## config.mk

```make
export PLATFORM = sky130hd
export DESIGN_NAME = pora_gain
export DESIGN_NICKNAME = d
export VERILOG_FILES = /design/src/rtl/assert_macros.svh /design/src/rtl/pora_pkg.sv /design/src/rtl/pora_gain.sv
export SDC_FILE = /design/constraint.sdc
export NUM_CORES = 2
export LEC_CHECK = 0
export BUFFER_PORTS_ARGS = -buffer_cell sky130_fd_sc_hd__buf_4
export CAP_MARGIN = 20
export CORE_MARGIN = 5
export CORE_UTILIZATION = 60
export DETAILED_ROUTE_END_ITERATION = 12
export GPL_ROUTABILITY_DRIVEN = 0
export MAX_ROUTING_LAYER = met4
export PLACE_DENSITY_LB_ADDON = 0.25
export SLEW_MARGIN = 5
export SYNTH_ARGS = -nofsm -noshare
export SYNTH_HDL_FRONTEND = slang
export SYNTH_SLANG_ARGS = --single-unit
```

## constraint.sdc

```tcl
create_clock -name clock -period 7.4 [get_ports clock]
set_input_delay 0.74 -clock clock [delete_from_list [all_inputs] [get_ports clock]]
set_output_delay 0.74 -clock clock [all_outputs]
set_load 0.01 [all_outputs]
```

## src/rtl/assert_macros.svh

```systemverilog
// ----------------------------------------------------------------------------
// Assertion macros
// Shared concurrent assertion forms for the pointing offset rotate blocks.
// ----------------------------------------------------------------------------
`ifndef ASSERT_MACROS_SVH
`define ASSERT_MACROS_SVH

// Clocked assertion that is switched off while reset is high.
`define PORA_ASSERT(name, clk, rst, prop, msg) \
   name: assert property (@(posedge clk) disable iff (rst) prop) \
   else $error(msg);

// Clocked assertion that is checked on every edge, reset included.
`define PORA_ASSERT_ALWAYS(name, clk, prop, msg) \
   name: assert property (@(posedge clk) prop) else $error(msg);

`endif

```

## src/rtl/pora_pkg.sv

```systemverilog
// ----------------------------------------------------------------------------
// Pointing offset rotate package
// Widths, angle constants, arctangent table and payload types.
// ----------------------------------------------------------------------------
package pora_pkg;

   localparam int CORDIC_STAGES = 16;
   localparam int MAX_STAGES    = 32;
   localparam int NUM_STAGES    = (CORDIC_STAGES > MAX_STAGES) ? MAX_STAGES : CORDIC_STAGES;

   localparam int WORD_W = 32;            // Q16.16 offsets and positions, Q4.28 angles
   localparam int ANG_W  = 34;            // angle width during range reduction
   localparam int VEC_W  = 36;            // CORDIC vector datapath
   localparam int OFF_W  = 36;            // offset after gain removal
   localparam int DIFF_W = OFF_W + 1;     // offset after negation
   localparam int SUB_W  = DIFF_W + 1;    // position minus offset
   localparam int GAIN_W = 31;            // signed gain constant width
   localparam int GAIN_FRAC = 30;
   localparam int LO_W   = VEC_W / 2;     // low half of the split multiply
   localparam int PROD_W = LO_W + 1 + GAIN_W;
   localparam int SUM_W  = VEC_W + GAIN_W;

   typedef logic signed [WORD_W-1:0] word_type;
   typedef logic signed [ANG_W-1:0]  ang_type;
   typedef logic signed [VEC_W-1:0]  vec_type;
   typedef logic signed [OFF_W-1:0]  off_type;
   typedef logic signed [DIFF_W-1:0] diff_type;
   typedef logic signed [SUB_W-1:0]  sub_type;
   typedef logic signed [PROD_W-1:0] prod_type;
   typedef logic signed [SUM_W-1:0]  sum_type;

   localparam ang_type ANG_PI            = 34'sd843314857;
   localparam ang_type ANG_HALF_PI       = 34'sd421657428;
   localparam ang_type ANG_TWO_PI        = 34'sd1686629713;
   localparam ang_type ANG_FOUR_PI       = 34'sd3373259426;
   localparam ang_type ANG_SIX_PI        = 34'sd5059889139;
   localparam ang_type ANG_TWO_PI_M_HALF = 34'sd1264972285;
   localparam ang_type ANG_TWO_PI_M_PI   = 34'sd843314856;

   localparam logic signed [GAIN_W-1:0] GAIN_Q30 = 31'sd652032874;
   localparam sum_type GAIN_ROUND = sum_type'(1) <<< (GAIN_FRAC - 1);

   localparam word_type WORD_MAX = {1'b0, {(WORD_W-1){1'b1}}};
   localparam word_type WORD_MIN = {1'b1, {(WORD_W-1){1'b0}}};

   // atan(2^-i) in Q4.28, rounded to nearest.
   localparam word_type ATAN_TAB [MAX_STAGES] = '{
      32'sd210828714, 32'sd124459457, 32'sd65760959, 32'sd33381290,
      32'sd16755422,  32'sd8385879,   32'sd4193963,  32'sd2097109,
      32'sd1048571,   32'sd524287,    32'sd262144,   32'sd131072,
      32'sd65536,     32'sd32768,     32'sd16384,    32'sd8192,
      32'sd4096,      32'sd2048,      32'sd1024,     32'sd512,
      32'sd256,       32'sd128,       32'sd64,       32'sd32,
      32'sd16,        32'sd8,         32'sd4,        32'sd2,
      32'sd1,         32'sd0,         32'sd0,        32'sd0
   };

   // Fields of one time slice that ride along with the rotation.
   typedef struct packed {
      logic            is_azel;
      logic [WORD_W-1:0] offset_lon;
      logic [WORD_W-1:0] offset_lat;
      logic [WORD_W-1:0] azel_x;
      logic [WORD_W-1:0] azel_y;
      logic [WORD_W-1:0] track_x;
      logic [WORD_W-1:0] track_y;
      logic [3:0]      bad_mask;
   } pora_side_type;

   typedef struct packed {
      logic [WORD_W-1:0] azel_x;
      logic [WORD_W-1:0] azel_y;
      logic [WORD_W-1:0] track_x;
      logic [WORD_W-1:0] track_y;
      logic [3:0]      bad_mask;
   } pora_rsp_type;

endpackage

```

## src/rtl/pora_gain.sv

```systemverilog
// ----------------------------------------------------------------------------
// CORDIC gain removal
// Split multiply by the inverse gain, then round half up and drop 30 bits.
// ----------------------------------------------------------------------------
module pora_gain (
   input  logic                    clock,
   input  logic                    reset,
   input  logic                    advance,
   input  logic                    in_valid,
   input  pora_pkg::vec_type       in_x,
   input  pora_pkg::vec_type       in_y,
   input  pora_pkg::pora_side_type in_side,
   output logic                    out_valid,
   output pora_pkg::off_type       out_x,
   output pora_pkg::off_type       out_y,
   output pora_pkg::pora_side_type out_side
);

   logic v1_ff, v2_ff;
   pora_pkg::prod_type xh_in, xl_in, yh_in, yl_in, xh_ff, xl_ff, yh_ff, yl_ff;
   pora_pkg::sum_type  x_sum, y_sum;
   pora_pkg::off_type  x2_ff, y2_ff;
   pora_pkg::pora_side_type side1_ff, side2_ff;

   // Stage 1: high half is signed, low half is zero-extended.
   always_comb begin
      xh_in = pora_pkg::prod_type'($signed(in_x[pora_pkg::VEC_W-1:pora_pkg::LO_W]))
              * pora_pkg::prod_type'(pora_pkg::GAIN_Q30);
      xl_in = pora_pkg::prod_type'($signed({1'b0, in_x[pora_pkg::LO_W-1:0]}))
              * pora_pkg::prod_type'(pora_pkg::GAIN_Q30);
      yh_in = pora_pkg::prod_type'($signed(in_y[pora_pkg::VEC_W-1:pora_pkg::LO_W]))
              * pora_pkg::prod_type'(pora_pkg::GAIN_Q30);
      yl_in = pora_pkg::prod_type'($signed({1'b0, in_y[pora_pkg::LO_W-1:0]}))
              * pora_pkg::prod_type'(pora_pkg::GAIN_Q30);
   end

   // Stage 2: recombine the partial products and round.
   assign x_sum = (pora_pkg::sum_type'(xh_ff) <<< pora_pkg::LO_W) + pora_pkg::sum_type'(xl_ff)
                  + pora_pkg::GAIN_ROUND;
   assign y_sum = (pora_pkg::sum_type'(yh_ff) <<< pora_pkg::LO_W) + pora_pkg::sum_type'(yl_ff)
                  + pora_pkg::GAIN_ROUND;

   always_ff @(posedge clock) begin
      if (reset) begin
         v1_ff <= 1'b0;
         v2_ff <= 1'b0;
      end else if (advance) begin
         v1_ff <= in_valid;
         v2_ff <= v1_ff;
      end
   end

   always_ff @(posedge clock) begin
      if (advance) begin
         xh_ff    <= xh_in;
         xl_ff    <= xl_in;
         yh_ff    <= yh_in;
         yl_ff    <= yl_in;
         side1_ff <= in_side;
         x2_ff    <= x_sum[pora_pkg::GAIN_FRAC +: pora_pkg::OFF_W];
         y2_ff    <= y_sum[pora_pkg::GAIN_FRAC +: pora_pkg::OFF_W];
         side2_ff <= side1_ff;
      end
   end

   assign out_valid = v2_ff;
   assign out_x     = x2_ff;
   assign out_y     = y2_ff;
   assign out_side  = side2_ff;

endmodule

```

After elaboration in Yosys (flattened, before gate mapping)
Index checks and enable logic that the tools add are counted.
{"block": "totals", "register_bits": 656, "in_bits": 273, "out_inout_bits": 270, "wordCells": 32}
{"block": "classes", "add_sub_neg": 4, "n_mul": 4}
{"op": "adder 66 x 31 -> 66 bit, second input constant", "count": 2}
{"op": "adder 66 x 49 -> 66 bit", "count": 2}
{"op": "multiplier 18 x 29 -> 47 bit, second input constant", "count": 2}
{"op": "multiplier 18 x 30 -> 47 bit, second input constant", "count": 2}

Depth between registers and ports, before layout
{"block": "logic_depth", "word_depth": 2, "depth_mapped": 24, "depth_no_buf": 23}

Worst setup path after synthesis
OpenSTA, ideal clock, no wires.
{"block": "synth_path", "path_kind": "input -> register", "from": "in in_x[6]", "to": "reg xl_ff[47] (data pin)", "setup_ns": 0.258, "arrival_time_ns": 5.952, "t_required_ns": 7.142, "slack_ns": 1.190, "stages": 21, "n_path_buf": 0, "cell_sequence": "fa_1 -> inv_1 -> fa_1 -> fa_1 -> inv_1 -> fa_1 -> inv_1 -> fa_1 -> fa_1 -> inv_1 -> ha_1 -> a21oi_1 -> o21ai_0 -> o211ai_1 -> nand2_1 -> a311oi_1 -> o211ai_1 -> a31oi_1 -> o21ai_0 -> a21oi_1 -> xnor2_1"}
{"block": "synth_via", "elab_chain_cells": 1}
{"element": "start, declared", "line": "pora_gain.sv:10", "rtl": "input pora_pkg::vec_type in_x,"}
{"element": "multiplier 18 x 29 -> 47 bit", "line": "pora_gain.sv:30", "rtl": "* pora_pkg::prod_type'(pora_pkg::GAIN_Q30);"}
{"element": "named net xl_in[47]", "line": "pora_gain.sv:20", "rtl": "pora_pkg::prod_type xh_in, xl_in, yh_in, yl_in, xh_ff, xl_ff, yh_ff, yl_ff;"}
{"element": "end signal, assigned", "line": "pora_gain.sv:56", "rtl": "xl_ff <= xl_in;"}
{"element": "end, declared", "line": "pora_gain.sv:20"}
The timed path passes the listed nets, and every way through them passes these cells.
A chain may end at the register's enable or synchronous reset.

Final worst setup path
{"block": "layout_path", "from": "in in_x[24]", "to": "reg xh_ff[45] (data pin)"}
{"block": "layout_via", "elab_chain_cells": 1}
{"element": "multiplier 18 x 30 -> 47 bit", "line": "pora_gain.sv:28", "rtl": "* pora_pkg::prod_type'(pora_pkg::GAIN_Q30);"}
{"element": "named net xh_in[45]", "line": "pora_gain.sv:20"}
{"element": "end signal, assigned", "line": "pora_gain.sv:55", "rtl": "xh_ff <= xh_in;"}
{"element": "end, declared", "line": "pora_gain.sv:20"}
The timed path passes the listed nets, and every way through them passes these cells.

==> run summary <==
Status = complete, no violations
Total track usage = 29.05%
Initial core utilization = 60.44%
Fraction of registers with async set/reset = 0%
Yosys top cell area share = 32.37%
Slowest Stage Delay on Critical Path = 0.56 ns
Max-Cap Viols = 0
H-tree depth = 2
Endpoints failing setup = 0
Initial antenna violation count = 7
Post-synth EDFFs = 618
Final #Nets = 7221
Synthesized Nets = 6622
First-pass GRT wire length = 219.4 mm
PortBufs = 542
Worst r2r path cells = 12
DIE HEIGHT = 319.1 µm
Die width = 319.1 µm
Max Clock Freq = 151.0 MHz
Setup CP Type = in2reg
DRC violations left = 0
Worst-Margin Slew = 1.183 ns
Main synth FF type = edfxtp_1
Initial DRT Pass Iterations = 5
Pre-CTS setup slack = 0.1355 ns
Share of layout cells above drive strength 1 = 12.39%
CTS tree = built
Fill cells = 6863
Area of the die = 101800 µm²
Clk sinks = 620
Final setup margin = 0.7795 ns
Seq cells post-synth = 620
Worst R2R End = out_x[35]$_DFFE_PP_
Max-Slew Margin vs Limit = 21.12%
Hold_buf cts = 0
Post-place instance area = 63030 µm²
Clk Latency, worst-skew pair = 0.65 ns
Core area = 94870 µm²
TNS Setup = 0 ns
Final Cell Area = 65080 µm²
Clock Pin Slew Worst Setup and Hold Paths = 0.07 ns
Yosys cell types = 69
Post-CTS Setup Bufs = 0
Most used cell, CP = fa_1
Num CTS Buffers = 60
Avg Cell Area, Syn = 12.16 µm²
Resized cells post-CTS = 0
Total gr overflow = 0
Hold Path Class = in2reg
Crit-path max FO = 6
Routed length per instance = 21.60 µm
Worst setup endpoint = xh_ff[45]$_DFFE_PP_
Pins Over Slew Limit = 0
Drt initial violations = 2437
Startpoint Class = primary input
Top cells by area, synth = edfxtp_1 32%, fa_1 29%, ha_1 17%
Setup slack, reg-to-reg = 3.24 ns
Clk buf depth = 3
Worst EP arrival = 7.00 ns
Synthesized cell area = 57340 µm²
RSZ-0062 raised after global routing = false
Syn Inst Count = 4717
Kind of end point of the critical path = flop
Most frequent cells in the layout = 1343 x inv_1, 834 x fa_1, 798 x ha_1
CP startpoint = in_x[24]
Seq/Total Area, Yosys = 32.44%
P&R area growth vs syn = 13.51%
Final HPWL DP = 123.3 mm
Final period utilization = 89.47%
Minimum clock period after layout = 6.620 ns
Vias = 35648
Routed WL = 143.4 mm
Leading cell type in the layout, fill and taps excluded = inv_1
Final ANT Viol Nets = 0
Post-synth top area cell = edfxtp_1
Worst path required time = 7.78 ns
Largest net degree at the start of global routing = 211
Crit Reg-Reg Startpoint = xl_ff[44]$_DFFE_PP_
CP Cell Sequence = buf_4 > fa_1 > inv_1 > fa_1 > inv_1 > fa_1 > fa_1 > inv_1 > fa_1 > inv_1 > fa_1 > ha_1 > nand4_1 > nor4_1 > o311ai_0 > nand2_1 > o21ai_1 > a31oi_1 > a41oi_1 > o31ai_1 > a21oi_1 > xnor2_1
Final hold violations = 0
Slowest library cell on the worst path = fa_1
Via density = 5.371
Synth warn = 0
IO Count = 543
CTS root buffer = clkbuf_16
Worst Skew = 0.02641 ns
Vias in the first global route = 38216
Row count = 113
-- critical path: cells and delay by family --
kind	cells	cell delay, ns
AOI/OAI and AO/OA	6	1.50
xor gates and xnor gates	1	0.13
adders and majority gates	7	3.41
buffers and inverters	5	0.39
and+or+nand+nor	3	0.81
-- state kept, by name, summed over array words and instances (netlist names), 29 cells and up --
| signal | count |
|---|---|
| yl_ff | 29 |
| side1_ff | 197 |
| yh_ff | 47 |
| out_x | 36 |
| xl_ff | 29 |
| out_y | 36 |
| xh_ff | 47 |
| out_side | 197 |
-- worst min-delay path by stage --
stage | cells after the start | slack [ns] | start | end
3_5_place_dp | 0 | 0.40 | side1_ff[107]$_DFFE_PP_ | out_side[107]$_DFFE_PP_
3_3_place_gp | 0 | 0.40 | side1_ff[6]$_DFFE_PP_ | out_side[6]$_DFFE_PP_
6_report | 1 | 0.26 | in_side[90] | side1_ff[90]$_DFFE_PP_
2_1_floorplan | 0 | 0.40 | side1_ff[0]$_DFFE_PP_ | out_side[0]$_DFFE_PP_
5_1_grt | 2 | 0.22 | reset | out_valid$_SDFFE_PP0P_
4_1_cts | 2 | 0.22 | reset | out_valid$_SDFFE_PP0P_
-- cell families (layout without fill, tap and decap cells) --
group	count (synthesis)	in the layout	synth area share (%)
adders and majority gates	1632	1632	46.53
buffers and inverters	1358	2007	8.905
DFF	620	620	32.44
AOI/OAI and AO/OA	491	491	5.571
and+or+nand+nor	429	429	3.690
xor gates and xnor gates	183	183	2.795
muxes	4	4	0.06983
other	0	6	0
-- per-stage QoR --
stage	util (%)	hold WS, ns	std cells
6_report	68.60	0.2601	6637
5_1_grt	68.60	0.2212	6637
4_1_cts	68.59	0.2186	6631
3_5_place_dp	66.44	0.4045	6519
3_3_place_gp	66.44	0.4003	6519
2_1_floorplan	-	0.4003	4717
-- Yosys cell counts (3+ instances only) --
cell type,count
o31ai_1,7
edfxtp_1,618
clkbuf_1,13
and3_1,23
xor2_1,59
a311oi_1,3
nand2b_1,20
a21boi_0,7
fa_1,834
nand3_1,41
or3_1,6
o21bai_1,27
and4_1,11
a21oi_1,155
ha_1,798
o211ai_1,10
inv_1,1343
o31a_1,4
nand2_1,88
o21ai_1,7
mux2i_1,4
nor2b_1,28
a31oi_1,15
a221oi_1,8
or2_2,10
a211o_1,3
o21ai_0,78
nor2_1,119
nor4_1,3
a41oi_1,4
nor3_1,37
xnor2_1,124
o21a_1,28
and2_1,9
a211oi_1,16
nand4_1,27
o2111ai_1,3
a21o_1,84
-- metal layers --
| metal | routed length, µm | part of all wire [%] | vias to the layer above | global-route usage, % |
|---|---|---|---|---|
| met5 | 0 | 0 | - | - |
| met4 | 7824 | 5.5 | 0 | 12.80 |
| met3 | 11210 | 7.8 | 350 | 6.684 |
| met2 | 69290 | 48 | 1389 | 47.17 |
| met1 | 55050 | 38 | 17531 | 35.17 |
| li1 | - | - | 16378 | - |
-- final cells by class --
type / count / area, µm² / share of cell area, %
Antenna cell: 6 / 15.01 / 0.02307
Clock buffer: 71 / 1543 / 2.370
Clock inverter: 41 / 493.0 / 0.7575
Inverter: 1343 / 5041 / 7.746
Multi-Input combinational cell: 2739 / 33630 / 51.68
Sequential cell: 620 / 18600 / 28.58
Tap cell: 1265 / 1583 / 2.432
Timing Repair Buffer: 552 / 4177 / 6.417
Power is left out: the tool's default activity adds up to more than one toggle a clock period on the data nets, which glitch-free logic cannot reach.
