$ cat src/rtl/assert_macros.svh
// ----------------------------------------------------------------------------
// Assertion macros
// Shared concurrent assertion forms for the pointing offset rotate blocks.
// ----------------------------------------------------------------------------
`ifndef ASSERT_MACROS_SVH
`define ASSERT_MACROS_SVH

// Clocked assertion that is switched off while reset is high.
`define PORA_ASSERT(name, clk, rst, prop, msg) \
   name: assert property (@(posedge clk) disable iff (rst) prop) \
   else $error(msg);

// Clocked assertion that is checked on every edge, reset included.
`define PORA_ASSERT_ALWAYS(name, clk, prop, msg) \
   name: assert property (@(posedge clk) prop) else $error(msg);

`endif

$ cat src/rtl/pora_pkg.sv
// ----------------------------------------------------------------------------
// Pointing offset rotate package
// Widths, angle constants, arctangent table and payload types.
// ----------------------------------------------------------------------------
package pora_pkg;

   localparam int CORDIC_STAGES = 16;
   localparam int MAX_STAGES    = 32;
   localparam int NUM_STAGES    = (CORDIC_STAGES > MAX_STAGES) ? MAX_STAGES : CORDIC_STAGES;

   localparam int WORD_W = 32;            // Q16.16 offsets and positions, Q4.28 angles
   localparam int ANG_W  = 34;            // angle width during range reduction
   localparam int VEC_W  = 36;            // CORDIC vector datapath
   localparam int OFF_W  = 36;            // offset after gain removal
   localparam int DIFF_W = OFF_W + 1;     // offset after negation
   localparam int SUB_W  = DIFF_W + 1;    // position minus offset
   localparam int GAIN_W = 31;            // signed gain constant width
   localparam int GAIN_FRAC = 30;
   localparam int LO_W   = VEC_W / 2;     // low half of the split multiply
   localparam int PROD_W = LO_W + 1 + GAIN_W;
   localparam int SUM_W  = VEC_W + GAIN_W;

   typedef logic signed [WORD_W-1:0] word_type;
   typedef logic signed [ANG_W-1:0]  ang_type;
   typedef logic signed [VEC_W-1:0]  vec_type;
   typedef logic signed [OFF_W-1:0]  off_type;
   typedef logic signed [DIFF_W-1:0] diff_type;
   typedef logic signed [SUB_W-1:0]  sub_type;
   typedef logic signed [PROD_W-1:0] prod_type;
   typedef logic signed [SUM_W-1:0]  sum_type;

   localparam ang_type ANG_PI            = 34'sd843314857;
   localparam ang_type ANG_HALF_PI       = 34'sd421657428;
   localparam ang_type ANG_TWO_PI        = 34'sd1686629713;
   localparam ang_type ANG_FOUR_PI       = 34'sd3373259426;
   localparam ang_type ANG_SIX_PI        = 34'sd5059889139;
   localparam ang_type ANG_TWO_PI_M_HALF = 34'sd1264972285;
   localparam ang_type ANG_TWO_PI_M_PI   = 34'sd843314856;

   localparam logic signed [GAIN_W-1:0] GAIN_Q30 = 31'sd652032874;
   localparam sum_type GAIN_ROUND = sum_type'(1) <<< (GAIN_FRAC - 1);

   localparam word_type WORD_MAX = {1'b0, {(WORD_W-1){1'b1}}};
   localparam word_type WORD_MIN = {1'b1, {(WORD_W-1){1'b0}}};

   // atan(2^-i) in Q4.28, rounded to nearest.
   localparam word_type ATAN_TAB [MAX_STAGES] = '{
      32'sd210828714, 32'sd124459457, 32'sd65760959, 32'sd33381290,
      32'sd16755422,  32'sd8385879,   32'sd4193963,  32'sd2097109,
      32'sd1048571,   32'sd524287,    32'sd262144,   32'sd131072,
      32'sd65536,     32'sd32768,     32'sd16384,    32'sd8192,
      32'sd4096,      32'sd2048,      32'sd1024,     32'sd512,
      32'sd256,       32'sd128,       32'sd64,       32'sd32,
      32'sd16,        32'sd8,         32'sd4,        32'sd2,
      32'sd1,         32'sd0,         32'sd0,        32'sd0
   };

   // Fields of one time slice that ride along with the rotation.
   typedef struct packed {
      logic            is_azel;
      logic [WORD_W-1:0] offset_lon;
      logic [WORD_W-1:0] offset_lat;
      logic [WORD_W-1:0] azel_x;
      logic [WORD_W-1:0] azel_y;
      logic [WORD_W-1:0] track_x;
      logic [WORD_W-1:0] track_y;
      logic [3:0]      bad_mask;
   } pora_side_type;

   typedef struct packed {
      logic [WORD_W-1:0] azel_x;
      logic [WORD_W-1:0] azel_y;
      logic [WORD_W-1:0] track_x;
      logic [WORD_W-1:0] track_y;
      logic [3:0]      bad_mask;
   } pora_rsp_type;

endpackage

$ cat src/rtl/pora_apply.sv
// ----------------------------------------------------------------------------
// Offset apply and output stage
// Saturating subtract per position, output register and skid register.
// ----------------------------------------------------------------------------
`include "assert_macros.svh"

module pora_apply (
   input  logic                    clock,
   input  logic                    reset,
   input  logic                    in_valid,
   input  pora_pkg::off_type       in_x,
   input  pora_pkg::off_type       in_y,
   input  pora_pkg::pora_side_type in_side,
   output logic                    advance,
   input  logic                    rsp_stall,
   output logic                    rsp_valid,
   output pora_pkg::pora_rsp_type  rsp_data
);

   function automatic pora_pkg::word_type apply_one(input pora_pkg::word_type pos,
                                                    input pora_pkg::diff_type off,
                                                    input logic bad);
      pora_pkg::sub_type d;
      d = pora_pkg::sub_type'(pos) - pora_pkg::sub_type'(off);
      priority if (bad) begin
         apply_one = pos;
      end else if (d > pora_pkg::sub_type'(pora_pkg::WORD_MAX)) begin
         apply_one = pora_pkg::WORD_MAX;
      end else if (d < pora_pkg::sub_type'(pora_pkg::WORD_MIN)) begin
         apply_one = pora_pkg::WORD_MIN;
      end else begin
         apply_one = pora_pkg::word_type'(d);
      end
   endfunction

   pora_pkg::diff_type other_lon, other_lat, own_lon, own_lat;
   pora_pkg::diff_type lon_az, lat_az, lon_tr, lat_tr;
   pora_pkg::pora_rsp_type push_data, out_ff, out_in, skid_ff, skid_in;
   logic out_valid_ff, out_valid_in, skid_valid_ff, skid_valid_in, push;

   // The rotated offset in the other frame is (-x, y).
   assign other_lon = -pora_pkg::diff_type'(in_x);
   assign other_lat = pora_pkg::diff_type'(in_y);
   assign own_lon   = pora_pkg::diff_type'(signed'(in_side.offset_lon));
   assign own_lat   = pora_pkg::diff_type'(signed'(in_side.offset_lat));
   assign lon_az    = in_side.is_azel ? own_lon : other_lon;
   assign lat_az    = in_side.is_azel ? own_lat : other_lat;
   assign lon_tr    = in_side.is_azel ? other_lon : own_lon;
   assign lat_tr    = in_side.is_azel ? other_lat : own_lat;

   always_comb begin
      push_data.azel_x   = apply_one(signed'(in_side.azel_x), lon_az, in_side.bad_mask[0]);
      push_data.azel_y   = apply_one(signed'(in_side.azel_y), lat_az, in_side.bad_mask[1]);
      push_data.track_x  = apply_one(signed'(in_side.track_x), lon_tr, in_side.bad_mask[2]);
      push_data.track_y  = apply_one(signed'(in_side.track_y), lat_tr, in_side.bad_mask[3]);
      push_data.bad_mask = in_side.bad_mask;
   end

   // The pipeline moves whenever the skid register is free.
   assign advance = !skid_valid_ff;
   assign push    = in_valid && advance;

   always_comb begin
      out_in        = out_ff;
      out_valid_in  = out_valid_ff;
      skid_in       = skid_ff;
      skid_valid_in = skid_valid_ff;
      if (!out_valid_ff || !rsp_stall) begin
         if (skid_valid_ff) begin
            out_in        = skid_ff;
            out_valid_in  = 1'b1;
            skid_valid_in = 1'b0;
         end else begin
            out_in       = push_data;
            out_valid_in = push;
         end
      end else if (push) begin
         skid_in       = push_data;
         skid_valid_in = 1'b1;
      end
   end

   always_ff @(posedge clock) begin
      if (reset) begin
         out_valid_ff  <= 1'b0;
         skid_valid_ff <= 1'b0;
      end else begin
         out_valid_ff  <= out_valid_in;
         skid_valid_ff <= skid_valid_in;
      end
   end

   always_ff @(posedge clock) begin
      out_ff  <= out_in;
      skid_ff <= skid_in;
   end

   assign rsp_valid = out_valid_ff;
   assign rsp_data  = out_ff;

   `PORA_ASSERT(a_skid_behind_out, clock, reset, skid_valid_ff |-> out_valid_ff, "skid holds a result while output is empty")
   `PORA_ASSERT(a_stalled_push_parks, clock, reset, (out_valid_ff && rsp_stall && push) |=> (skid_valid_ff && $stable(out_ff)), "result pushed during stall was not parked")
   `PORA_ASSERT(a_skid_drains_first, clock, reset, (skid_valid_ff && !rsp_stall) |=> (out_valid_ff && out_ff == $past(skid_ff)), "skid result not delivered next")

endmodule
$ cat config.mk
export PLATFORM = sky130hd
export DESIGN_NAME = pora_apply
export DESIGN_NICKNAME = d
export VERILOG_FILES = /design/src/rtl/pora_pkg.sv /design/src/rtl/pora_apply.sv
export VERILOG_INCLUDE_DIRS = /design/src /design/src/rtl
export SDC_FILE = /design/constraint.sdc
export NUM_CORES = 1
export LEC_CHECK = 0
export ABC_AREA = 1
export BUFFER_PORTS_ARGS = -buffer_cell sky130_fd_sc_hd__buf_2
export CORE_MARGIN = 3
export CORE_UTILIZATION = 30
export CTS_BUF_LIST = sky130_fd_sc_hd__clkbuf_4 sky130_fd_sc_hd__clkbuf_8 sky130_fd_sc_hd__clkbuf_16
export CTS_CLUSTER_SIZE = 40
export DETAILED_ROUTE_END_ITERATION = 10
export GPL_ROUTABILITY_DRIVEN = 0
export HOLD_SLACK_MARGIN = 0.02
export RECOVER_POWER = 100
export SYNTH_ARGS = -nofsm -noshare
export SYNTH_HDL_FRONTEND = slang
export SYNTH_SLANG_ARGS = --single-unit
$ cat constraint.sdc
create_clock -name clock -period 12.86 [get_ports clock]
set_clock_uncertainty 0.2 [all_clocks]
set_input_delay 1.286 -clock clock [delete_from_list [all_inputs] [get_ports clock]]
set_output_delay 1.286 -clock clock [all_outputs]
set_load 0.01 [all_outputs]
-- After elaboration in Yosys (flattened, before gate mapping)
Index checks and enable logic that the tools add are counted.
- bits in registers: 266
- output and inout port bits: 134
- logic and storage cells: 51
- add/subtract/negate cells: 5
- order comparisons: 8
- multiplexer cells: 18
- bitwise logic cells: 1
- reduce and logical (&&, ||, !) cells: 7
- operators by type and width (kind ; count):
    two-way mux 32 bit ; 12
    greater-than comparator 38 x 32 -> 1 bit (second input constant) ; 4
    < comparator 38 x 32 -> 1 bit (second input constant) ; 4
    subtractor 32 x 37 -> 38 bit ; 4
    two-way mux 37 bit ; 4
    two-way mux 132 bit ; 1
    negation 36 -> 37 bit ; 1
    zero test 1 bit ; 3
    AND reduction 2 bit ; 1
    OR reduction 2 bit ; 1
    logical AND 1 bit ; 1
    logical OR 1 bit ; 1
    two-way mux 1 bit ; 1
    NOT 1 bit ; 1

-- Logic depth before layout (Yosys ltp)
- depth after elaboration: 8
- gate-level depth with buffers: 34
- gate-level depth less buffers: 33

-- Worst setup path after synthesis
OpenSTA, ideal clock, no wires.
- path kind: input to register
- from: input port rsp_stall
- to: register skid_ff[0] (netlist bit) (enable)
- arrival: 9.712 ns
- required time: 11.408 ns
- path slack: 1.696 ns
- stages: 2
- cells stage by stage: nand2_1 > nor2_1
- word-level cells in the longest chain between the ends: 4
- RTL lines (what ; RTL line ; source):
    start, declared ; pora_apply.sv:15 ; input logic rsp_stall,
    zero test 1 bit ; pora_apply.sv:68 ; if (!out_valid_ff || !rsp_stall) begin
    logical OR 1 bit ; pora_apply.sv:68 ;
    NOT 1 bit (no line) ; - ;
    AND reduction 2 bit (no line) ; - ;
    end signal, assigned ; pora_apply.sv:95 ; skid_ff <= skid_in;
    end, declared ; pora_apply.sv:38 ; pora_pkg::pora_rsp_type push_data, out_ff, out_in, skid_ff, skid_in;
Every way passes these cells.
A chain may end at the register's enable or synchronous reset.

-- Final worst setup path
- from: input port in_side[196] (netlist bit)
- to: register out_ff (netlist bit rsp_data[109]), data pin
- word-level cells in the longest chain between the ends: 7
- RTL lines (what ; RTL line ; source):
    start, declared ; pora_apply.sv:13 ; input pora_pkg::pora_side_type in_side,
    two-way mux 37 bit (*) ; pora_apply.sv:46 ; assign lon_az = in_side.is_azel ? own_lon : other_lon;
    subtractor 32 x 37 -> 38 bit (*) ; pora_apply.sv:24 ; d = pora_pkg::sub_type'(pos) - pora_pkg::sub_type'(off);
    < comparator 38 x 32 -> 1 bit ; pora_apply.sv:29 ; end else if (d < pora_pkg::sub_type'(pora_pkg::WORD_MIN)) begin
    two-way mux 32 bit ; pora_apply.sv:29 ;
    two-way mux 32 bit (*) ; pora_apply.sv:27 ; end else if (d > pora_pkg::sub_type'(pora_pkg::WORD_MAX)) begin
    two-way mux 32 bit (*) ; pora_apply.sv:25 ; priority if (bad) begin
    two-way mux 132 bit (*) ; pora_apply.sv:69 ; if (skid_valid_ff) begin
    end signal, assigned ; pora_apply.sv:94 ; out_ff <= out_in;
    end, declared ; pora_apply.sv:38 ;
Mark *: on every way between the ends. The rest lies on a longest branch, timed or not.

==> impl_metrics.ini <==
[floorplan]
floorplan.die_area_um2 = 87300
core_area_um2 = 82500
dieHeight_um = 296
start_util_pct = 30.5
rows = 105
top_level_ports = 407
die-width_um = 296

[outcome]
violations = max-capacitance violations, max-slew violations
outcome = finished, violations left

[timing]
fin_tns_setup_ps = 0
setup_viol = 0
measured_slew_at_the_worst_slew_check_pin_ps = 4390
rsz0062_at_grt = no
fmaxAchievable_mhz = 110
final_critical_path_setup_slack_ps = 3740
timing.final.hold_violations = 0
slew_headroom_pct = -192
slew_violations = 573
min_period_ps = 9120
final.period_utilization_pct = 70.9

[routing]
via_count = 25700
drc = 0
highest-signal-layer = met5
routed_via_density = 4.87
antenna_left = 0
wl_met2_um = 39500
met3_length_um = 6490
dr.first_iter.drc_count = 2119
wl_per_cell_um = 17.6
wl_met1_um = 43600
wl_um = 92900
drt-pass1-iter-count = 7

[global_routing]
grt_first_pass_wirelength_um = 138000
grt_util_all_layers_pct = 20.4
maximum_number_of_pins_on_one_net_before_global_route_repair = 82
grt_pass1_vias = 23400
grt.overflow.total = 0
antenna_found_initial = 29

[clock_network]
ctsLongestPathBuffers = 3
holdBufCountCts = 0
clk_pin_slew_ps = 60
cts_buf_count = 36
cts_post_setup_buffers_inserted = 0
tritoncts = built
cts_resized = 0
cts.sinks = 266
cts_max_level = 2
clock_tree.root_cell = sky130_fd_sc_hd__clkbuf_16
clk_latency_ps = 550

[place]
detailedPlacementHpwl_um = 74500
dp_slack_ps = 5960
placed_cell_area_um2 = 28100
dpl.cell_count = 5185
port_buffers = 406

[critical_path]
worstSetupStartpointType = input pin
timing.critical_path.mode_cell = sky130_fd_sc_hd__nand2_1
crit_fanout = 81
timing_worst_setup_path_type = input pin to flip-flop
critical_path.cell_chain = clkbuf_1, buf_4, clkbuf_1, o21ai_0, ha_1, nand2_1, nor2_1, nand3_1, nand3_1, a21oi_1, o21ai_0, nand2_1, nand3_1, nand2_1, a21oi_1, buf_4, nand2_1, nand3_1, nand2_1
worst_ep_arrival_time_ps = 9210
worstPathBufferInverterCount = 4
timing.critical_path.slowest_cell_delay_ps = 2120
worst_path_max_delay_cell = sky130_fd_sc_hd__clkbuf_1
required_ps = 12940
critPathCaptureType = flip-flop
critPathTopFamily = buffers and inverters

[final_layout]
layout-area-overhead-vs-synth_pct = 15.8
post_route_cells_drive_above_1_share_pct = 8.85
num-nets-final = 4577
final_cell_count_no_fill = 5280
layout.cells.most_common_list = sky130_fd_sc_hd__nand2_1 (1552), sky130_fd_sc_hd__inv_1 (466), sky130_fd_sc_hd__buf_2 (268)
final_design_area_no_fill_um2 = 29100
final_common_cell = sky130_fd_sc_hd__nand2_1

[power]
power_frac_seq_pct = 33.7
internal_power_uw = 2050
highest_ir_drop_seen_on_vdd_uv = 52.3
comb_power_share_pct = 36.7
power_density_nw_per_um2 = 114
total_leakage_power_uw = 0.0142
sw_frac_of_total_pct = 38.2
power.total_uw = 3330
clock_power_share_pct = 29.6
p_sw_uw = 1270

[logic_synthesis]
synth_cells = 3802
synth.avg_cell_area_um2 = 6.61
syn_nets = 4226
synth.cell_area_um2 = 25100
postSynth.asyncResetShare_pct = 0
synth-main-ff-cell = sky130_fd_sc_hd__edfxtp_1
netlist-cell-type-count = 45
synth.yosys.warnings = 0
synth_seq_cells = 266
synth-seq-area-share_pct = 31.7
synth-edff-count = 264

[flow_run]
cap_viol_max_count = 12

[worst_hold_path]
min-delay-path-class = flip-flop to flip-flop
-- worst paths after layout --
path | start | to | slack, ps | depth (start not counted)
max | in_side[196] | rsp_data[109]$_DFFE_PP_ | 3740 | 19
min | skid_ff[30]$_DFFE_PP_ | rsp_data[30]$_DFFE_PP_ | 310 | 2
max reg2reg | skid_valid_ff$_SDFFE_PP0P_ | skid_ff[107]$_DFFE_PP_ | 6730 | 4
min reg2reg | skid_ff[30]$_DFFE_PP_ | rsp_data[30]$_DFFE_PP_ | 310 | 2
-- registers in the layout, indices dropped and copies added, names as in the netlist --
| register | flops |
|---|---|
| rsp_data | 132 |
| skid_ff | 132 |
| skid_valid_ff | 1 |
| rsp_valid | 1 |
-- power groups by stage --
stage | logic (uW) | clock network, uW | registers, uW
6_report | 1220 | 985 | 1120
3_3_place_gp | 1230 | 0 | 1140
3_5_place_dp | 1230 | 0 | 1130
2_1_floorplan | 799 | 0 | 1170
4_1_cts | 1240 | 1020 | 1120
5_1_grt | 1370 | 1040 | 1130
-- through the flow --
step	util, %	hold slack, ps
finish	35.3	312
global route	35.3	325
CTS	35.5	314
detailed placement	34.1	303
global placement	34.1	299
floorplan	-	295
-- worst register-to-register path: stages, from the launching register on --
cell and delay, ps:
sky130_fd_sc_hd__dfxtp_4 340, sky130_fd_sc_hd__clkinvlp_2 1130, sky130_fd_sc_hd__nand2_1 130, sky130_fd_sc_hd__nor2_1 630, sky130_fd_sc_hd__clkbuf_1 3130
-- cells in the mapped netlist, types with 7 or more instances --
cell type | count | area (um^2)
sky130_fd_sc_hd__edfxtp_1 | 264 | 7930
sky130_fd_sc_hd__a21boi_0 | 114 | 856
sky130_fd_sc_hd__nor4_1 | 12 | 75.1
sky130_fd_sc_hd__nand4_1 | 8 | 50.1
sky130_fd_sc_hd__o21ai_0 | 174 | 871
sky130_fd_sc_hd__inv_1 | 466 | 1750
sky130_fd_sc_hd__inv_2 | 9 | 33.8
sky130_fd_sc_hd__buf_2 | 17 | 85.1
sky130_fd_sc_hd__a21boi_1 | 13 | 97.6
sky130_fd_sc_hd__a21oi_1 | 168 | 841
sky130_fd_sc_hd__nor3_1 | 34 | 170
sky130_fd_sc_hd__buf_4 | 13 | 97.6
sky130_fd_sc_hd__and3_1 | 7 | 43.8
sky130_fd_sc_hd__buf_1 | 14 | 52.6
sky130_fd_sc_hd__nor2_1 | 230 | 863
sky130_fd_sc_hd__ha_1 | 147 | 1840
sky130_fd_sc_hd__xnor2_1 | 57 | 499
sky130_fd_sc_hd__clkbuf_1 | 61 | 229
sky130_fd_sc_hd__nand3_1 | 221 | 1110
sky130_fd_sc_hd__a31oi_1 | 30 | 188
sky130_fd_sc_hd__nand2_1 | 1552 | 5830
sky130_fd_sc_hd__o21bai_1 | 30 | 225
sky130_fd_sc_hd__and2_1 | 13 | 81.3
sky130_fd_sc_hd__xor2_1 | 87 | 762
-- logic make-up after synthesis --
logic type | share of synthesized area [%]
buf+inv | 9.23
flops | 31.7
fa+ha+maj | 7.63
xor+xnor | 5.01
compound gates | 12.9
simple gates | 33.5
-- metal layers --
layer | up-vias | global-route usage [%]
met5 | - | 0
met4 | 4 | 7.59
li1 | 13000 | -
met3 | 149 | 2.91
met1 | 11700 | 29.8
met2 | 827 | 30.4
-- cell type report --
type / count / area, um^2
diodes: 31 / 77.6
clock buffers: 40 / 948
clock inverters: 24 / 186
fillers: 8963 / 53400
inverters: 477 / 1790
multi-input cells: 2948 / 14800
flip-flops and latches: 266 / 7970
well taps: 1070 / 1340
repair buffers: 424 / 1980
Note: power is estimated with default switching activity, not from simulation.
