[config.mk]
export PLATFORM = sky130hd
export DESIGN_NAME = pora_angle_reduce
export DESIGN_NICKNAME = d
export VERILOG_FILES = /design/src/rtl/pora_pkg.sv /design/src/rtl/pora_angle_reduce.sv
export VERILOG_INCLUDE_DIRS = /design/src /design/src/rtl
export SDC_FILE = /design/constraint.sdc
export NUM_CORES = 1
export LEC_CHECK = 0
export ABC_CLOCK_PERIOD_IN_PS = 3100
export BUFFER_PORTS_ARGS = -buffer_cell sky130_fd_sc_hd__buf_2
export CAP_MARGIN = 10
export CORE_ASPECT_RATIO = 2
export CORE_UTILIZATION = 35
export CTS_CLUSTER_SIZE = 12
export DETAILED_ROUTE_END_ITERATION = 10
export PLACE_DENSITY = 0.63
export SYNTH_ARGS = -nofsm -noshare
export SYNTH_HDL_FRONTEND = slang
export SYNTH_SLANG_ARGS = --single-unit
[constraint.sdc]
create_clock -name clock -period 3.1 [get_ports clock]
set_input_delay 0.155 -clock clock [delete_from_list [all_inputs] [get_ports clock]]
set_output_delay 0.155 -clock clock [all_outputs]
set_load 0.01 [all_outputs]
[src/rtl/assert_macros.svh]
// ----------------------------------------------------------------------------
// Assertion macros
// Shared concurrent assertion forms for the pointing offset rotate blocks.
// ----------------------------------------------------------------------------
`ifndef ASSERT_MACROS_SVH
`define ASSERT_MACROS_SVH

// Clocked assertion that is switched off while reset is high.
`define PORA_ASSERT(name, clk, rst, prop, msg) \
   name: assert property (@(posedge clk) disable iff (rst) prop) \
   else $error(msg);

// Clocked assertion that is checked on every edge, reset included.
`define PORA_ASSERT_ALWAYS(name, clk, prop, msg) \
   name: assert property (@(posedge clk) prop) else $error(msg);

`endif

[src/rtl/pora_pkg.sv]
// ----------------------------------------------------------------------------
// Pointing offset rotate package
// Widths, angle constants, arctangent table and payload types.
// ----------------------------------------------------------------------------
package pora_pkg;

   localparam int CORDIC_STAGES = 16;
   localparam int MAX_STAGES    = 32;
   localparam int NUM_STAGES    = (CORDIC_STAGES > MAX_STAGES) ? MAX_STAGES : CORDIC_STAGES;

   localparam int WORD_W = 32;            // Q16.16 offsets and positions, Q4.28 angles
   localparam int ANG_W  = 34;            // angle width during range reduction
   localparam int VEC_W  = 36;            // CORDIC vector datapath
   localparam int OFF_W  = 36;            // offset after gain removal
   localparam int DIFF_W = OFF_W + 1;     // offset after negation
   localparam int SUB_W  = DIFF_W + 1;    // position minus offset
   localparam int GAIN_W = 31;            // signed gain constant width
   localparam int GAIN_FRAC = 30;
   localparam int LO_W   = VEC_W / 2;     // low half of the split multiply
   localparam int PROD_W = LO_W + 1 + GAIN_W;
   localparam int SUM_W  = VEC_W + GAIN_W;

   typedef logic signed [WORD_W-1:0] word_type;
   typedef logic signed [ANG_W-1:0]  ang_type;
   typedef logic signed [VEC_W-1:0]  vec_type;
   typedef logic signed [OFF_W-1:0]  off_type;
   typedef logic signed [DIFF_W-1:0] diff_type;
   typedef logic signed [SUB_W-1:0]  sub_type;
   typedef logic signed [PROD_W-1:0] prod_type;
   typedef logic signed [SUM_W-1:0]  sum_type;

   localparam ang_type ANG_PI            = 34'sd843314857;
   localparam ang_type ANG_HALF_PI       = 34'sd421657428;
   localparam ang_type ANG_TWO_PI        = 34'sd1686629713;
   localparam ang_type ANG_FOUR_PI       = 34'sd3373259426;
   localparam ang_type ANG_SIX_PI        = 34'sd5059889139;
   localparam ang_type ANG_TWO_PI_M_HALF = 34'sd1264972285;
   localparam ang_type ANG_TWO_PI_M_PI   = 34'sd843314856;

   localparam logic signed [GAIN_W-1:0] GAIN_Q30 = 31'sd652032874;
   localparam sum_type GAIN_ROUND = sum_type'(1) <<< (GAIN_FRAC - 1);

   localparam word_type WORD_MAX = {1'b0, {(WORD_W-1){1'b1}}};
   localparam word_type WORD_MIN = {1'b1, {(WORD_W-1){1'b0}}};

   // atan(2^-i) in Q4.28, rounded to nearest.
   localparam word_type ATAN_TAB [MAX_STAGES] = '{
      32'sd210828714, 32'sd124459457, 32'sd65760959, 32'sd33381290,
      32'sd16755422,  32'sd8385879,   32'sd4193963,  32'sd2097109,
      32'sd1048571,   32'sd524287,    32'sd262144,   32'sd131072,
      32'sd65536,     32'sd32768,     32'sd16384,    32'sd8192,
      32'sd4096,      32'sd2048,      32'sd1024,     32'sd512,
      32'sd256,       32'sd128,       32'sd64,       32'sd32,
      32'sd16,        32'sd8,         32'sd4,        32'sd2,
      32'sd1,         32'sd0,         32'sd0,        32'sd0
   };

   // Fields of one time slice that ride along with the rotation.
   typedef struct packed {
      logic            is_azel;
      logic [WORD_W-1:0] offset_lon;
      logic [WORD_W-1:0] offset_lat;
      logic [WORD_W-1:0] azel_x;
      logic [WORD_W-1:0] azel_y;
      logic [WORD_W-1:0] track_x;
      logic [WORD_W-1:0] track_y;
      logic [3:0]      bad_mask;
   } pora_side_type;

   typedef struct packed {
      logic [WORD_W-1:0] azel_x;
      logic [WORD_W-1:0] azel_y;
      logic [WORD_W-1:0] track_x;
      logic [WORD_W-1:0] track_y;
      logic [3:0]      bad_mask;
   } pora_rsp_type;

endpackage

[src/rtl/pora_angle_reduce.sv]
// ----------------------------------------------------------------------------
// Angle reduction
// Three stages that bring the frame angle difference into [-pi/2, pi/2].
// ----------------------------------------------------------------------------
`include "assert_macros.svh"

module pora_angle_reduce (
   input  logic                    clock,
   input  logic                    reset,
   input  logic                    advance,
   input  logic                    in_valid,
   input  pora_pkg::word_type      azel_angle,
   input  pora_pkg::word_type      track_angle,
   input  pora_pkg::pora_side_type in_side,
   output logic                    out_valid,
   output pora_pkg::word_type      out_z,
   output pora_pkg::vec_type       out_x,
   output pora_pkg::vec_type       out_y,
   output pora_pkg::pora_side_type out_side
);

   logic v1_ff, v2_ff, v3_ff;
   pora_pkg::ang_type diff, z1_in, z1_ff, z2_in, z2_ff, zr;
   pora_pkg::pora_side_type side1_ff, side2_ff, side3_ff;
   pora_pkg::word_type z3_ff;
   pora_pkg::vec_type lon_ext, lat_ext, x3_ff, y3_ff, x3_in, y3_in;
   logic neg;

   // Stage 1: a negative difference is lifted by three turns.
   assign diff  = pora_pkg::ang_type'(azel_angle) - pora_pkg::ang_type'(track_angle);
   assign z1_in = diff[pora_pkg::ANG_W-1] ? diff + pora_pkg::ANG_SIX_PI : diff;

   // Stage 2: remove whole turns to land in [0, 2pi).
   assign z2_in = (z1_ff >= pora_pkg::ANG_FOUR_PI) ? z1_ff - pora_pkg::ANG_FOUR_PI :
                  (z1_ff >= pora_pkg::ANG_TWO_PI)  ? z1_ff - pora_pkg::ANG_TWO_PI  : z1_ff;

   // Stage 3: center on zero and fold the outer quadrants by negating the vector.
   always_comb begin
      priority if (z2_ff <= pora_pkg::ANG_HALF_PI) begin
         zr  = z2_ff;
         neg = 1'b0;
      end else if (z2_ff < pora_pkg::ANG_PI) begin
         zr  = z2_ff - pora_pkg::ANG_PI;
         neg = 1'b1;
      end else if (z2_ff < pora_pkg::ANG_TWO_PI_M_HALF) begin
         zr  = z2_ff - pora_pkg::ANG_TWO_PI_M_PI;
         neg = 1'b1;
      end else begin
         zr  = z2_ff - pora_pkg::ANG_TWO_PI;
         neg = 1'b0;
      end
   end

   assign lon_ext = pora_pkg::vec_type'(signed'(side2_ff.offset_lon));
   assign lat_ext = pora_pkg::vec_type'(signed'(side2_ff.offset_lat));
   assign x3_in   = neg ? -lon_ext : lon_ext;
   assign y3_in   = neg ? -lat_ext : lat_ext;

   always_ff @(posedge clock) begin
      if (reset) begin
         v1_ff <= 1'b0;
         v2_ff <= 1'b0;
         v3_ff <= 1'b0;
      end else if (advance) begin
         v1_ff <= in_valid;
         v2_ff <= v1_ff;
         v3_ff <= v2_ff;
      end
   end

   always_ff @(posedge clock) begin
      if (advance) begin
         z1_ff    <= z1_in;
         side1_ff <= in_side;
         z2_ff    <= z2_in;
         side2_ff <= side1_ff;
         z3_ff    <= pora_pkg::word_type'(zr);
         x3_ff    <= x3_in;
         y3_ff    <= y3_in;
         side3_ff <= side2_ff;
      end
   end

   assign out_valid = v3_ff;
   assign out_z     = z3_ff;
   assign out_x     = x3_ff;
   assign out_y     = y3_ff;
   assign out_side  = side3_ff;

   `PORA_ASSERT(a_folded_angle, clock, reset, v3_ff |-> (pora_pkg::ang_type'(z3_ff) <= pora_pkg::ANG_HALF_PI && pora_pkg::ang_type'(z3_ff) >= -pora_pkg::ANG_HALF_PI), "folded angle outside half pi")

endmodule

# Word level (Yosys, flattened, before mapping)
# Cells that the tools add are included.
# op_classes
mux,11
order_cmp,5
n_addsub,9
# ops
operator,n
two-way mux 32 bit,3
two-way mux 36 bit,2
negator 32 -> 36 bit,2
two-way mux 34 bit,2
subtractor 32 x 31 -> 32 bit (second input constant),2
adder 33 x 34 -> 34 bit (second input constant),1
>= comparator 34 x 32 -> 1 bit (second input constant),1
>= comparator 34 x 33 -> 1 bit (second input constant),1
<= comparator 34 x 30 -> 1 bit (second input constant),1
less-than comparator 34 x 31 -> 1 bit (second input constant),1
less-than comparator 34 x 32 -> 1 bit (second input constant),1
subtractor 34 x 32 -> 34 bit (second input constant),1
subtractor 34 x 33 -> 34 bit (second input constant),1
two-way mux 33 bit,1
subtractor 32 x 32 -> 33 bit,1
subtractor 32 bit (second input constant),1
two-way mux 1 bit,3
# totals
output_inout_bits,302
word_cells,58
ff_bits,766

# Logic depth before layout (Yosys ltp)
# logic_depth
word_depth,5
ltp_mapped,14

# Worst setup path before layout
# OpenSTA, ideal clock, no wires.
# synth_path
path_type,input-to-reg
from,input azel_angle[0]
to,register z1_ff[25] (data pin)
path_stages,13
setup_time_ns,0.262
slack_ns,-0.099
arrival_ns,2.937
path_cell_list,inv_1 -> ha_1 -> fa_1 -> nand2b_1 -> a21o_4 -> a21boi_1 -> o22ai_1 -> or3b_4 -> o311ai_1 -> nand2_1 -> a2111oi_2 -> a211oi_1 -> xnor2_1
# synth_via
elab_chain_len,3
# synth_lines
element,line,text
start: declaration,pora_angle_reduce.sv:12,"input pora_pkg::word_type azel_angle,"
subtractor 32 x 32 -> 33 bit (*),pora_angle_reduce.sv:30,assign diff = pora_pkg::ang_type'(azel_angle) - pora_pkg::ang_type'(track_angle);
adder 33 x 34 -> 34 bit,pora_angle_reduce.sv:31,assign z1_in = diff[pora_pkg::ANG_W-1] ? diff + pora_pkg::ANG_SIX_PI : diff;
two-way mux 33 bit (*),pora_angle_reduce.sv:31,
via z1_in[25],pora_angle_reduce.sv:23,"pora_pkg::ang_type diff, z1_in, z1_ff, z2_in, z2_ff, zr;"
end signal: assignment,pora_angle_reduce.sv:73,z1_ff <= z1_in;
end: declaration,pora_angle_reduce.sv:23,
# The timed path passes the listed nets; every way through them passes the cells marked *.
# A chain may end at the register's enable or synchronous reset.

# Final worst setup path
# layout_path
from,register z2_ff[19]
to,"register z3_ff[25], in the netlist out_z[25] (data pin)"
# layout_via
elab_chain_len,4
# layout_lines
element,line,text
start: declaration,pora_angle_reduce.sv:23,
start signal: assignment,pora_angle_reduce.sv:75,z2_ff <= z2_in;
subtractor 32 bit (tied with other cells),pora_angle_reduce.sv:49,zr = z2_ff - pora_pkg::ANG_TWO_PI;
two-way mux 32 bit,pora_angle_reduce.sv:45,end else if (z2_ff < pora_pkg::ANG_TWO_PI_M_HALF) begin
two-way mux 32 bit,pora_angle_reduce.sv:42,end else if (z2_ff < pora_pkg::ANG_PI) begin
two-way mux 32 bit (*),pora_angle_reduce.sv:39,priority if (z2_ff <= pora_pkg::ANG_HALF_PI) begin
via zr[25],pora_angle_reduce.sv:23,
end signal: assignment,pora_angle_reduce.sv:77,z3_ff <= pora_pkg::word_type'(zr);
end: declaration,pora_angle_reduce.sv:25,pora_pkg::word_type z3_ff;
# Marks and branches as above.

==> impl_results.html <==
<table>
<tr><th>Metric</th><th>Value</th></tr>
<tr><th colspan="2">Synth</th></tr>
<tr><td>Area share of and/or/nand/nor cells after synthesis</td><td>slightly below 8%</td></tr>
<tr><td>Compound-gate portion of the synthesized area</td><td>approximately 9.2%</td></tr>
<tr><td>Syn avg cell area</td><td>15.2 um2</td></tr>
<tr><td>Fraction of the yosys area taken by sequential cells</td><td>74.0%</td></tr>
<tr><td>Top FF cell, synth</td><td>edfxtp_1</td></tr>
<tr><td>Cell variety after synth</td><td>96</td></tr>
<tr><td>Area share of fa/ha/maj cells after synthesis</td><td>between 1.5 and 2%</td></tr>
<tr><td>Multiplexer share of the synthesized area</td><td>0.311%</td></tr>
<tr><td>Post-synthesis cell area</td><td>31000 um2</td></tr>
<tr><td>Asr flop ratio synth</td><td>0%</td></tr>
<tr><td>Number of enable-type register cells in the synthesized netlist</td><td>761</td></tr>
<tr><td>Number of warnings issued by yosys</td><td>0</td></tr>
<tr><td>Number of standard cells after synthesis</td><td>2044</td></tr>
<tr><td>Dominant combinational cell family by area after synthesis</td><td>compound AO/OA/AOI/OAI gates</td></tr>
<tr><td>Post-synthesis share of cell area spent on xor and xnor gates</td><td>4.84%</td></tr>
<tr><td>Net Count, Synth</td><td>approximately 2400</td></tr>
<tr><td>Count of state elements after synthesis</td><td>764</td></tr>
<tr><th colspan="2">Finish</th></tr>
<tr><td>Fraction of layout cells with a size suffix above 1</td><td>roughly a third</td></tr>
<tr><td>Most common cell after layout, fill and taps aside</td><td>edfxtp_1</td></tr>
<tr><td>Highest-count cells in the layout ignoring fill and taps</td><td>edfxtp_1, buf_2, buf_4, dlygate4sd3_1, nand2_1</td></tr>
<tr><td>Number of nets in the final layout</td><td>around 3500</td></tr>
<tr><td>Area growth from synthesis to layout</td><td>37.2%</td></tr>
<tr><th colspan="2">Clock network</th></tr>
<tr><td>TritonCTS buffer count</td><td>77</td></tr>
<tr><td>Later-pin clock latency in the skew report</td><td>between 0.6 and 0.7 ns</td></tr>
<tr><td>Number of H-tree levels</td><td>3</td></tr>
<tr><td>Buffer depth of the longest clock path</td><td>3</td></tr>
<tr><td>Reg clk slew, reported paths</td><td>around 0.060 ns</td></tr>
<tr><td>CTS Root Buffer Type</td><td>clkbuf_16</td></tr>
<tr><td>CTS sink cnt</td><td>764</td></tr>
<tr><td>CTS tree</td><td>built</td></tr>
<tr><th colspan="2">STA</th></tr>
<tr><td>Final setup slack of the worst path</td><td>-0.0970 ns</td></tr>
<tr><td>Count of final hold-check violations</td><td>0</td></tr>
<tr><td>Top achievable clock speed</td><td>313 MHz</td></tr>
<tr><td>Remaining max-slew budget at the tightest pin</td><td>51.4%</td></tr>
<tr><td>Final min period</td><td>3.20 ns</td></tr>
<tr><td>Total negative setup slack</td><td>-0.262 ns</td></tr>
<tr><td>Hold Slack</td><td>around 0.11 ns</td></tr>
<tr><td>Max-slew violation total from the final report</td><td>0</td></tr>
<tr><td>Final setup fails</td><td>6</td></tr>
<tr><td>Final cycle utilization of the critical path</td><td>103%</td></tr>
<tr><td>Worst Max-Slew Pin Slew</td><td>roughly 0.73 ns</td></tr>
<tr><td>Max Clock Skew</td><td>about 0.017 ns</td></tr>
<tr><td>Unrepaired setup endpoints after global routing</td><td>yes</td></tr>
<tr><th colspan="2">Power</th></tr>
<tr><td>Pwr Density</td><td>652 nW/um2</td></tr>
<tr><td>Worst vdd ir</td><td>around 0.47 mV</td></tr>
<tr><td>Static leakage power</td><td>16.4 nW</td></tr>
<tr><td>Final total power</td><td>27.7 mW</td></tr>
<tr><th colspan="2">Worst setup path</th></tr>
<tr><td>Type of element capturing the critical path</td><td>flip-flop</td></tr>
<tr><td>Type of the setup path with the least slack</td><td>flip-flop to flip-flop</td></tr>
<tr><td>Crit. Startpoint</td><td>z2_ff[19]$_DFFE_PP_</td></tr>
<tr><td>Peak fanout along the critical path</td><td>5</td></tr>
<tr><td>Endpoint of the most critical register-to-register path</td><td>out_z[25]$_DFFE_PP_</td></tr>
<tr><td>Reg-to-reg startpoint</td><td>z2_ff[19]$_DFFE_PP_</td></tr>
<tr><td>Cells on worst reg2reg path</td><td>10</td></tr>
<tr><td>Setup slack of the worst register-to-register path</td><td>-0.1 ns</td></tr>
<tr><td>Req. time, crit path</td><td>roughly 3.5 ns</td></tr>
<tr><td>Data arrival time of the worst path</td><td>3.58 ns</td></tr>
<tr><td>Worst Setup EP</td><td>out_z[25]$_DFFE_PP_</td></tr>
<tr><td>Category of the worst setup path launch point</td><td>flip-flop</td></tr>
<tr><th colspan="2">Route</th></tr>
<tr><td>DR vias/cell</td><td>4.79</td></tr>
<tr><td>Routed length per instance</td><td>~18 um</td></tr>
<tr><td>Final wirelength</td><td>between 70000 and 80000 um</td></tr>
<tr><td>DRC marker count from the first detailed-route iteration</td><td>1332</td></tr>
<tr><td>Remaining number of nets flagged by the antenna check after routing</td><td>0</td></tr>
<tr><td>Remaining DRCs</td><td>0</td></tr>
<tr><td>Number of iterations in the first detailed-routing pass</td><td>5</td></tr>
<tr><td>Total vias in the final route</td><td>21000</td></tr>
<tr><th colspan="2">Floorplan</th></tr>
<tr><td>Floorplan die height</td><td>around 420 um</td></tr>
<tr><td>Effective utilization at floorplan</td><td>35.2%</td></tr>
<tr><td>Die Area</td><td>~90000 um2</td></tr>
<tr><td>I/O pins</td><td>about 570</td></tr>
<tr><td>Die width</td><td>212 um</td></tr>
<tr><td>Total number of placement rows</td><td>154</td></tr>
<tr><td>Core Area</td><td>87900 um2</td></tr>
<tr><th colspan="2">Flow run</th></tr>
<tr><td>Number of maximum-capacitance violations</td><td>0</td></tr>
<tr><th colspan="2">GRT</th></tr>
<tr><td>Antenna violations before repair</td><td>7</td></tr>
<tr><td>First-pass GRT wire length</td><td>about 120000 um</td></tr>
<tr><td>Global-route usage over all layers</td><td>~17%</td></tr>
<tr><td>Total global routing overflow</td><td>0</td></tr>
<tr><td>Vias in the first global route</td><td>21000</td></tr>
<tr><td>Largest net degree at the start of global routing</td><td>95</td></tr>
<tr><th colspan="2">Place</th></tr>
<tr><td>Port buffer count</td><td>566</td></tr>
<tr><td>Post-placement setup slack</td><td>-0.470 ns</td></tr>
<tr><td>Placer congestion estimate</td><td>0.993</td></tr>
<tr><td>Detailed Place HPWL</td><td>between 50000 and 60000 um</td></tr>
<tr><th colspan="2">Worst hold path</th></tr>
<tr><td>Origin of the worst min-delay path</td><td>track_angle[1]</td></tr>
<tr><td>Type of the tightest min-delay check</td><td>input port to flip-flop</td></tr>
<tr><th colspan="2">Outcome</th></tr>
<tr><td>Violated checks</td><td>setup timing</td></tr>
<tr><td>Result of the run</td><td>finished, violations left</td></tr>
</table>
[power by group]
part           internal (mW)  leakage, nW  switching (mW)
clock network           4.58         1.04            3.78
logic                   2.81         7.90            3.31
registers               12.8         7.47           0.482
[state kept, by name, indices dropped and copies added, names as in the netlist, 32 cells and up]
name,count
side1_ff,197
z2_ff,34
lon_ext,32
lat_ext,32
out_z,32
out_x,35
side2_ff,133
out_side,197
z1_ff,34
out_y,35
[per-layer routing]
layer  vias up  part of all wire, %  GRT usage, %
met1      9990                   36          17.6
met3       206                  6.7          4.24
met2       774                   53          32.4
li1      10000                    -             -
met5         -                    0             0
met4         0                  4.9          9.14
[stage by stage]
stage	util [%]	cell area, um2	std cells
2_1_floorplan	-	31000	2044
3_3_place_gp	42.8	37600	4032
3_5_place_dp	42.8	37600	4032
4_1_cts	47.8	42000	4354
5_1_grt	48.4	42500	4377
6_report	48.4	42500	4378
[synthesized netlist by cell type, types with 6 or more instances]
cell type	count	area share (%)
and3_1	11	0.22
nand2_1	127	1.5
or3_1	8	0.16
a21o_1	18	0.44
o21bai_1	8	0.19
nand2b_1	16	0.32
o21ai_1	7	0.11
buf_2	14	0.23
o21a_1	15	0.36
o211ai_1	14	0.34
or4_1	11	0.27
xor2_1	59	1.7
edfxtp_1	761	74
o31ai_1	27	0.65
nor3b_1	6	0.15
buf_4	6	0.15
nor4_1	26	0.53
nor2b_1	6	0.12
nor3_1	51	0.82
and2_1	12	0.24
a211oi_1	13	0.32
or2_2	7	0.14
o41ai_1	10	0.28
nand3_1	32	0.52
clkbuf_1	51	0.62
ha_1	46	1.9
a21oi_1	121	2.0
nor2_1	126	1.5
o21ai_0	85	1.4
xnor2_1	112	3.2
inv_1	74	0.90
mux2i_1	7	0.23
nand4_1	19	0.38
a31oi_1	12	0.24
[final cells by class]
type	instances	area [um2]
Multi-Input combinational cell	1133	7880
Antenna cell	4	10.0
Fill cell	7697	45400
Clock inverter	17	211
Timing Repair Buffer	1121	7750
Clock buffer	95	1990
Tap cell	1170	1460
Inverter	74	278
Sequential cell	764	22900
[kinds of logic (layout without fill, tap and decap cells)]
| group | after synthesis | after routing |
|---|---|---|
| DFF | 764 | 764 |
| xor gates and xnor gates | 171 | 171 |
| and+or+nand+nor | 487 | 488 |
| buffers and inverters | 149 | 1307 |
| AOI/OAI and AO/OA | 416 | 417 |
| adders and majority gates | 47 | 47 |
| other | 1 | 5 |
| muxes | 9 | 9 |
[worst min-delay path by stage]
stage,depth (start not counted),endpoint,slack (ns)
4_1_cts,3,z1_ff[1]$_DFFE_PP_,0.04
5_1_grt,3,z1_ff[1]$_DFFE_PP_,0.12
3_3_place_gp,1,side1_ff[72]$_DFFE_PP_,0.33
6_report,3,z1_ff[1]$_DFFE_PP_,0.11
2_1_floorplan,1,out_valid$_SDFFE_PP0P_,0.23
3_5_place_dp,1,side1_ff[56]$_DFFE_PP_,0.33
[timing repair]
item	CTS	global route
endpoints found under the hold margin	230	0
hold buffers	201	0
endpoints found under the setup margin	74	100
pin swaps	9	36
gates cloned	1	1
resized for setup	23	74
setup buffers	8	20
[worst max-delay path, cell delays in order (launching register included)]
cell and delay, ns:
edfxtp_1 0.49, o41ai_2 0.37, a21boi_1 0.13, o311a_1 0.32
o31a_1 0.30, a31o_4 0.25, o31ai_1 0.44, a2111oi_0 0.13
buf_4 0.18, o21ai_0 0.20, xnor2_1 0.12
Power figures use the tool's default switching activity.
